### src/nst_ram.sv
// Simple dual-port synchronous RAM: one write port, one registered read port.
// Used for the key, slot state and waiter stores of the semaphore table.
`timescale 1ns / 1ps
`default_nettype none

module nst_ram #(
	parameter int WIDTH = 8,
	parameter int DEPTH = 16,
	parameter int AW    = $clog2(DEPTH)
) (
	input  wire logic             clk,
	input  wire logic             we,
	input  wire logic [AW-1:0]    waddr,
	input  wire logic [WIDTH-1:0] wdata,
	input  wire logic             re,
	input  wire logic [AW-1:0]    raddr,
	output logic      [WIDTH-1:0] rdata
);

	logic [WIDTH-1:0] mem [DEPTH];

	always_ff @(posedge clk) begin
		if (we) begin
			mem[waddr] <= wdata;
		end
	end

	always_ff @(posedge clk) begin
		if (re) begin
			rdata <= mem[raddr];
		end
	end

endmodule

`default_nettype wire

### config.mk
export PLATFORM = sky130hd
export DESIGN_NAME = nst_ram
export DESIGN_NICKNAME = d
export VERILOG_FILES = /design/src/nst_ram.sv
export SDC_FILE = /design/constraint.sdc
export NUM_CORES = 1
export LEC_CHECK = 0
export ABC_AREA = 1
export BUFFER_PORTS_ARGS = -buffer_cell sky130_fd_sc_hd__buf_4
export CELL_PAD_IN_SITES_DETAIL_PLACEMENT = 0
export CELL_PAD_IN_SITES_GLOBAL_PLACEMENT = 2
export CORE_AREA = 2 2 123 125
export DETAILED_ROUTE_END_ITERATION = 6
export DIE_AREA = 0 0 125 127
export PLACE_DENSITY = 0.88
export REMOVE_ABC_BUFFERS = 1
export SETUP_SLACK_MARGIN = 0.4
export SLEW_MARGIN = 15
export SYNTH_ARGS = -nofsm -noshare
export SYNTH_HDL_FRONTEND = slang
export SYNTH_SLANG_ARGS = --single-unit
### constraint.sdc
create_clock -name clk -period 1.5 [get_ports clk]
set_input_delay 0.375 -clock clk [delete_from_list [all_inputs] [get_ports clk]]
set_output_delay 0.375 -clock clk [all_outputs]
set_load 0.05 [all_outputs]
==> flow_metrics.py, run 1 <==
metrics = {
    "power_and_ir_drop": {
        "power-per-cell-area_nw_per_um2": 1240,
        "p_int_mw": 6.93,
        "seq_power_share_pct": 48.3,
        "pwr-share-clk_pct": 44.1,
        "power_frac_comb_pct": 7.6,
        "sw_frac_of_total_pct": 22.3,
        "irDropWorstVdd_v": 0.000997,
        "p_leak_nw": 3.07,
        "p_switching_mw": 1.99,
    },
    "placed_design": {
        "hpwl_mm": 8.03,
        "preCtsSetupSlack_ns": -0.0255,
        "place_inst": 764,
        "portBuffers": 26,
        "placed_area_um2": 6400,
        "place.gp.congestion": 0.840,
    },
    "grt": {
        "grt_max_degree": 34,
        "antenna_found_initial": 0,
        "grt_pass1_wl_mm": 20.1,
        "grt.total_usage_pct": 16.8,
        "overflow": 0,
        "grt_pass1_vias": 3631,
    },
    "timing": {
        "skew_ns": 0.00522,
        "slew_viol_final": 0,
        "hold_viol": 0,
        "whs_ns": 0.267,
        "min_period_over_period_pct": 96.2,
        "setup_viol_count_final": 0,
        "period_needed_ns": 1.44,
        "rsz0062_at_grt": "yes",
        "maxSlewHeadroom_pct": 75.2,
        "fin_tns_setup_ns": 0,
        "max_slew.worst_pin.slew_ns": 0.372,
        "worst_slack_ns": 0.0566,
        "max_freq_ghz": 0.693,
    },
    "cts": {
        "cts_tree": "done",
        "clockBufferDepth": 2,
        "cts_root_buf": "clkbuf_16",
        "cts_buffers": 17,
        "clkLatencyLatePin_ns": 0.41,
        "cts_setup_buffers": 0,
        "clkSinkCount": 136,
        "cts.clk_slew.worst_paths_ns": 0.06,
        "htree_levels": 4,
    },
    "route": {
        "finalWirelength_mm": 12.8,
        "viasPerCell": 4.76,
        "drt_iter0_markers": 283,
        "num_vias": 3794,
        "dr.pass1.iters": 4,
        "final_antenna_net_count": 0,
        "post_drt_wl_per_cell_um": 16.1,
        "drc": 0,
    },
    "synth": {
        "synth_top_family_by_area": "simple AND/OR/NAND/NOR gates",
        "synth_cell_types": 11,
        "netlist_top_cells_area": "edfxtp_1 70%, nand2_1 11%, nand3_1 8.3%",
        "ys_top_cells_by_count": "173 x nand2_1, 136 x edfxtp_1, 100 x inv_1",
        "synth-seq-area-share_pct": 69.8,
        "synth-xor-area-share_pct": 0,
        "synthAdderAreaFrac_pct": 0,
        "synth_mux_area_share_pct": 0,
        "syn_inst": 551,
        "synth_edf_count": 136,
        "synth-compound-area-share_pct": 0,
        "synth_top_area_share_pct": 69.8,
        "yosys_warnings": 0,
        "syn_avg_cell_area_um2": 10.6,
        "synth_area_um2": 5850,
        "ys_ff_latch": 136,
        "yosysTopAreaCell": "edfxtp_1",
        "ys_async_sr_fraction_pct": 0,
        "yosysMostFrequentCell": "nand2_1",
        "yosys.area_share.simple_pct": 20.8,
        "synth_ff_type": "edfxtp_1",
    },
    "finish": {
        "final_cell_count_no_fill": 797,
        "layout.nets": 619,
        "diodes": 0,
        "drive_above_1_share_pct": 18.9,
        "final_cell_area_um2": 7190,
        "area_growth_pct": 22.9,
    },
    "job": {
        "maxCapViolations": 0,
    },
    "floorplan": {
        "core.rowCount": 44,
        "dieArea_um2": 15900,
        "io_pins": 27,
        "start_util_pct": 40.5,
        "core_area_um2": 14400,
        "die_h_um": 127,
        "die_w_um": 125,
    },
    "critical_path": {
        "cp-start-kind": "flop",
        "path_max_fanout": 1,
        "cp_num_buf_inv": 1,
        "critPathSlowestCell": "edfxtp_1",
        "critPathArrivalTime_ns": 1.07,
        "path_delay_family": "flip-flops",
        "crit_chain": "buf_6",
        "cp.required_ns": 1.12,
        "path_class": "reg2out",
        "max_stage_delay_ns": 0.46,
        "cp-end-kind": "output pin",
    },
    "worst_hold_path": {
        "hold_path.class": "in2reg",
    },
    "run_status": {
        "outcome": "finished clean",
    },
}
==> final cells by class <==
type | count | area [um^2]
clock inverter | 15 | 135
fill | 1290 | 7240
tap | 184 | 230
timing repair buffer | 54 | 558
inverter | 102 | 385
clock buffer | 17 | 425
multi-input combinational | 289 | 1370
sequential | 136 | 4080
==> worst paths after layout <==
path	start	end	slack, ns	cells past startpoint
worst max register to register	mem[3][3]	rdata[3]	0.45	6
worst max-delay path	rdata[7]	rdata[7]	0.06	1
worst min register to register	mem[12][1]	rdata[1]	0.73	6
worst min-delay path	wdata[7]	mem[0][7]	0.27	1
==> repair_timing <==
item	in CTS	in global routing
cloned	1	0
resized for setup	10	37
setup endpoints to repair	10	16
pin swaps	0	24
hold buffers	0	0
==> cells by family (layout without fill, tap and decap cells) <==
logic type             after synthesis  after routing
flip-flops                         136            136
buffers and inverters              126            188
AND/OR/NAND/NOR                    289            289
==> through the flow <==
step / util (%) / total power [mW]
after CTS: 48.7 / 8.95
after global routing: 49.8 / 9.20
after detailed placement: 44.3 / 5.01
after global placement: 44.3 / 5.00
final: 49.8 / 8.93
after floorplan: - / 4.67
==> layout by cell type, fill, tap and decap left out, drive strengths merged <==
| cell | synthesis | layout |
|---|---|---|
| bufinv | 0 | 2 |
| edfxtp | 136 | 136 |
| nand3b | 2 | 2 |
| inv | 102 | 103 |
| clkbuf | 0 | 17 |
| nor2 | 17 | 17 |
| buf | 24 | 54 |
| nand2 | 173 | 173 |
| clkinv | 0 | 7 |
| nand3 | 97 | 97 |
| clkinvlp | 0 | 5 |
==> flip-flops by register name, indices dropped and copies added, names as in the netlist <==
signal / flops
rdata: 8
mem: 128
==> power groups by stage <==
stage	registers [mW]	clock network, mW	logic [mW]
2_1_floorplan	4.44	0	0.230
3_3_place_gp	4.38	0	0.620
3_5_place_dp	4.39	0	0.626
4_1_cts	4.31	3.98	0.655
5_1_grt	4.32	4.13	0.753
6_report	4.31	3.93	0.681
==> metal layers <==
metal | track usage (%) | wire length (um) | vias to the layer above
li1 | - | - | 1879
met1 | 21.9 | 5710 | 1822
met2 | 27.4 | 6460 | 74
met3 | 3.06 | 391 | 19
met4 | 8.43 | 266 | 0
met5 | 0 | 0 | -
Power figures use the tool's default switching activity.
==> run 2: changes to the inputs <==
Settings changed: SETUP_SLACK_MARGIN 0.4 to default.
==> run 2 against run 1 <==
Compared with the run above:
- critical endpoint unchanged
- critical path type unchanged
- routed wire length is 2.3% lower
- final cell count is 0.13% lower
- core utilization is 1.6 points lower
- highest routed layer unchanged
==> flow_metrics.py, run 2 (same netlist as run 1, synthesis figures left out) <==
metrics = {
    "power_and_ir_drop": {
        "p_int_mw": 6.90,
        "irDropWorstVdd_v": 0.000948,
        "power-per-cell-area_nw_per_um2": 1270,
        "sw_frac_of_total_pct": 22.1,
        "power_frac_comb_pct": 7.0,
        "p_switching_mw": 1.95,
        "pwr-share-clk_pct": 44.3,
        "p_leak_nw": 2.98,
        "seq_power_share_pct": 48.7,
    },
    "timing": {
        "slew_viol_final": 0,
        "maxSlewHeadroom_pct": 78.8,
        "whs_ns": 0.267,
        "max_slew.worst_pin.slew_ns": 0.317,
        "rsz0062_at_grt": "no",
        "worst_slack_ns": 0.0476,
        "max_freq_ghz": 0.689,
        "hold_viol": 0,
        "period_needed_ns": 1.45,
        "fin_tns_setup_ns": 0,
        "skew_ns": 0.00662,
        "setup_viol_count_final": 0,
        "min_period_over_period_pct": 96.8,
    },
    "floorplan": {
        "dieArea_um2": 15900,
        "core.rowCount": 44,
        "start_util_pct": 40.5,
        "io_pins": 27,
        "die_h_um": 127,
        "core_area_um2": 14400,
        "die_w_um": 125,
    },
    "finish": {
        "area_growth_pct": 19.0,
        "final_cell_area_um2": 6960,
        "final_common_cell": "nand2_1",
        "reg.largest.list": "mem x128, rdata x8",
        "layout.nets": 618,
        "num-fill-cells": 1317,
        "final_cell_mix": "173 x nand2_1, 136 x edfxtp_1, 100 x inv_1",
        "fin_util_pct": 48.2,
        "diodes": 0,
        "largest_reg_flops": 128,
        "drive_above_1_share_pct": 13.4,
        "top_register": "mem",
        "multiInputGateArea_um2": 1210,
        "final-seq-area_um2": 4080,
    },
    "grt": {
        "grt_max_degree": 34,
        "grt_pass1_wl_mm": 19.9,
        "grt_pass1_vias": 3608,
        "grt.total_usage_pct": 16.6,
        "overflow": 0,
        "antenna_found_initial": 0,
    },
    "critical_path": {
        "cp_num_buf_inv": 1,
        "path_max_fanout": 1,
        "critPathSlowestCell": "edfxtp_1",
        "crit_chain": "buf_4",
        "path_delay_family": "flip-flops",
        "critPathArrivalTime_ns": 1.08,
        "cp-end-kind": "output pin",
        "cp-start-kind": "flop",
        "max_stage_delay_ns": 0.44,
        "cp.required_ns": 1.12,
        "path_class": "reg2out",
    },
    "route": {
        "drt_iter0_markers": 291,
        "finalWirelength_mm": 12.5,
        "drc": 0,
        "dr.pass1.iters": 5,
        "num_vias": 3789,
        "viasPerCell": 4.76,
        "post_drt_wl_per_cell_um": 15.7,
        "final_antenna_net_count": 0,
    },
    "cts": {
        "clkSinkCount": 136,
        "hold_buffers": 0,
        "cts_buffers": 17,
        "htree_levels": 4,
        "cts_tree": "done",
        "cts_root_buf": "clkbuf_16",
        "clockBufferDepth": 2,
        "cts.clk_slew.worst_paths_ns": 0.06,
        "cts_setup_buffers": 0,
        "clkLatencyLatePin_ns": 0.42,
        "cts_resized": 0,
    },
    "worst_hold_path": {
        "hold_path.class": "in2reg",
    },
    "placed_design": {
        "placed_area_um2": 6400,
        "preCtsSetupSlack_ns": -0.0255,
        "place.gp.congestion": 0.840,
        "hpwl_mm": 8.03,
        "portBuffers": 26,
    },
    "job": {
        "maxCapViolations": 0,
    },
    "run_status": {
        "outcome": "finished clean",
    },
}
==> run 2: cell types whose count changed in the layout (fill, tap and decap cells not counted), moves of 4 or more <==
cell     before  now
nand2_1     169  173
buf_4        35   46
nand3_1      68   97
nand2_2       4    0
buf_6        10    0
nand3_2      29    0
==> run 2: worst paths after layout <==
path | startpoint | endpoint | slack [ns] | cells after the start
setup reg to reg | mem[1][4] | rdata[4] | 0.41 | 6
hold reg to reg | mem[12][1] | rdata[1] | 0.73 | 6
hold / removal | wdata[7] | mem[0][7] | 0.27 | 1
setup / recovery | rdata[7] | rdata[7] | 0.05 | 1
==> run 2: layout make-up <==
cell class	count	area share, %
clock buffers	17	6.12
well taps	184	3.31
inverters	102	5.50
repair buffers	53	6.98
flip-flops and latches	136	58.7
clock inverters	15	1.94
multi-input cells	289	17.4
==> run 2: power groups by stage <==
stage	logic, mW	clock network [mW]	registers [mW]
2_1_floorplan	0.230	0	4.44
3_3_place_gp	0.620	0	4.38
3_5_place_dp	0.626	0	4.39
4_1_cts	0.629	3.98	4.31
5_1_grt	0.685	4.13	4.31
6_report	0.618	3.92	4.31
==> run 2: routing by layer <==
layer | up-vias | GRT usage, % | wire length, um
met5 | - | 0 | 0
met4 | 0 | 8.43 | 352
met3 | 25 | 3.06 | 448
met2 | 84 | 26.9 | 6110
met1 | 1805 | 21.6 | 5610
li1 | 1875 | - | -
==> run 2: through the flow <==
step	total power, mW	instances
after floorplan	4.67	527
after global placement	5.00	764
after detailed placement	5.01	764
after CTS	8.92	796
after global routing	9.13	796
final	8.85	796
==> run 3: changes to the inputs <==
Settings changed: ABC_AREA 1 to default, CORE_AREA 2 2 123 125 to 2 2 114 116, DIE_AREA 0 0 125 127 to 0 0 116 118, PLACE_DENSITY 0.88 to 0.8.
==> run 3 against run 2 <==
Compared with the run above:
- critical path depth increased by 2
- area after synthesis decreased by 11%
- final cell count decreased by 40%
- die area decreased by 14%
- cell area decreased by 8.0%
- critical path type is now reg2reg
- largest cell class unchanged
==> flow_metrics.py, run 3 <==
metrics = {
    "critical_path": {
        "crit_chain": "mux4_1 > a22oi_2 > nand2_1",
        "path_class": "reg2reg",
        "cp-end-kind": "flop",
        "path_delay_family": "multiplexers",
        "cp-start-kind": "flop",
        "path_depth": 3,
        "critPathArrivalTime_ns": 1.59,
        "regToRegStartpoint": "mem[2][2]",
        "r2r_end": "rdata[2]",
        "cp_num_buf_inv": 0,
        "reg2reg_depth": 3,
        "path_max_fanout": 1,
        "regToRegSetupSlack_ns": 0.06,
        "max_stage_delay_ns": 0.52,
        "critPathSlowestCell": "mux4_1",
        "cp.required_ns": 1.65,
    },
    "route": {
        "post_drt_wl_per_cell_um": 20.0,
        "num_vias": 2428,
        "drt_iter0_markers": 196,
        "final_antenna_net_count": 0,
        "drc": 0,
        "finalWirelength_mm": 9.47,
        "dr.pass1.iters": 4,
        "viasPerCell": 5.12,
    },
    "grt": {
        "busiest_layer": "met2",
        "met1_usage_pct": 20.2,
        "grt_pass1_vias": 2524,
        "antenna_found_initial": 0,
        "use_met3_pct": 4.94,
        "overflow": 0,
        "grt.total_usage_pct": 15.3,
        "grt_max_degree": 17,
        "grt_pass1_wl_mm": 14.5,
        "use_met2_pct": 23.6,
    },
    "synth": {
        "synth_top_area_share_pct": 78.1,
        "netlist_top_cells_area": "edfxtp_1 78%, mux4_2 7.8%, mux4_1 7.0%",
        "ys_top_cells_by_count": "136 x edfxtp_1, 18 x mux4_2, 16 x a22oi_1",
        "syn_avg_cell_area_um2": 22.8,
        "synth-seq-area-share_pct": 78.1,
        "synth_ff_type": "edfxtp_1",
        "yosysTopAreaCell": "edfxtp_1",
        "syn_inst": 229,
        "synth_area_um2": 5230,
        "synth_edf_count": 136,
        "yosysMostFrequentCell": "edfxtp_1",
        "yosys_warnings": 0,
        "ys_async_sr_fraction_pct": 0,
        "ys_ff_latch": 136,
        "synth_cell_types": 18,
    },
    "finish": {
        "drive_above_1_share_pct": 32.5,
        "final_cell_mix": "136 x edfxtp_1, 45 x buf_4, 18 x mux4_2",
        "reg.largest.list": "mem x128, rdata x8",
        "largest_reg_flops": 128,
        "layout.nets": 308,
        "final_cell_area_um2": 6400,
        "top_register": "mem",
        "diodes": 0,
        "fin_util_pct": 51.6,
        "final-seq-area_um2": 4080,
        "num-fill-cells": 998,
        "area_growth_pct": 22.4,
        "final_common_cell": "edfxtp_1",
        "multiInputGateArea_um2": 1070,
    },
    "worst_hold_path": {
        "hold_path.class": "in2reg",
        "holdPathStages": 1,
        "holdCritStartpoint": "wdata[3]",
        "holdPathEnd": "mem[15][3]",
    },
    "timing": {
        "skew_ns": 0.00514,
        "max_slew.worst_pin.slew_ns": 0.795,
        "whs_ns": 0.263,
        "rsz0062_at_grt": "no",
        "hold_viol": 0,
        "period_needed_ns": 1.44,
        "max_freq_ghz": 0.695,
        "min_period_over_period_pct": 96.0,
        "setup_viol_count_final": 0,
        "fin_tns_setup_ns": 0,
        "slew_viol_final": 0,
        "maxSlewHeadroom_pct": 46.9,
    },
    "floorplan": {
        "core_area_um2": 12400,
        "die_w_um": 116,
        "dieArea_um2": 13700,
        "die_h_um": 118,
        "start_util_pct": 42.1,
        "io_pins": 27,
        "core.rowCount": 41,
    },
    "cts": {
        "cts_buffers": 17,
        "clkLatencyLatePin_ns": 0.41,
        "clkSinkCount": 136,
        "htree_levels": 4,
        "cts_setup_buffers": 0,
        "clockBufferDepth": 2,
        "cts_root_buf": "clkbuf_16",
        "hold_buffers": 0,
        "cts.clk_slew.worst_paths_ns": 0.05,
        "cts_tree": "done",
    },
    "power_and_ir_drop": {
        "finalPower_mw": 8.97,
        "irDropWorstVdd_v": 0.000712,
        "p_leak_nw": 2.18,
        "power-per-cell-area_nw_per_um2": 1400,
    },
    "job": {
        "maxCapViolations": 0,
    },
    "placed_design": {
        "portBuffers": 26,
        "placed_area_um2": 5790,
        "place.gp.congestion": 0.711,
        "hpwl_mm": 6.24,
    },
    "run_status": {
        "outcome": "finished clean",
    },
}
==> run 3: worst max-delay path by stage <==
stage               slack [ns]         to       start
floorplan                -0.37  mem[0][0]    waddr[2]
global placement         -0.40   rdata[7]    raddr[0]
detailed placement       -0.43   rdata[3]    raddr[0]
CTS                      0.004   rdata[2]   mem[2][2]
global route             0.007   rdata[5]  mem[10][5]
finish                    0.06   rdata[2]   mem[2][2]
==> run 3: layout make-up <==
cell class	count	area share [%]
flip-flops and latches	136	63.8
multi-input cells	83	16.7
repair buffers	51	6.88
clock buffers	20	6.82
well taps	172	3.36
clock inverters	12	2.44
==> run 3: cell families (layout without fill, tap and decap cells) <==
logic type	count (synthesis)	count (layout)	synth area share, %
compound gates	16	16	2.30
simple gates	35	35	3.14
flops	136	136	78.1
mux	32	32	14.8
buf+inv	10	83	1.65
==> run 3: metrics by stage <==
step / setup slack [ns] / instances
after floorplan: -0.368 / 219
after global placement: -0.404 / 442
after detailed placement: -0.432 / 442
after CTS: 0.00428 / 474
after global routing: 0.00688 / 474
final: 0.0604 / 474
==> run 3: layer usage <==
layer | share of wire, % | wire length [um] | up-vias
met4 | 1.1 | 104 | 0
met3 | 4.4 | 414 | 7
met5 | 0 | 0 | -
met2 | 50 | 4780 | 53
met1 | 44 | 4170 | 1265
li1 | - | - | 1103
==> run 3: repair_timing <==
item / in CTS / in global routing
resized for setup: 1 / 3
pin swaps: 0 / 1
endpoints found under the setup margin: 1 / 6
==> run 3: worst reg2reg max path, delay by kind of cell, from the launching register on <==
kind	cells	cell delay [ns]
multiplexers	1	0.52
AO/OA/AOI/OAI	1	0.21
AND/OR/NAND/NOR	1	0.09
flip-flops	1	0.36
==> run 3: report_power, final <==
part	internal, mW	switching, mW	total, mW	leakage, nW
Clock	2.75	1.43	4.17	0.294
Combinational	0.213	0.279	0.492	0.646
Sequential	4.28	0.0233	4.31	1.24
Total	7.24	1.73	8.97	2.18
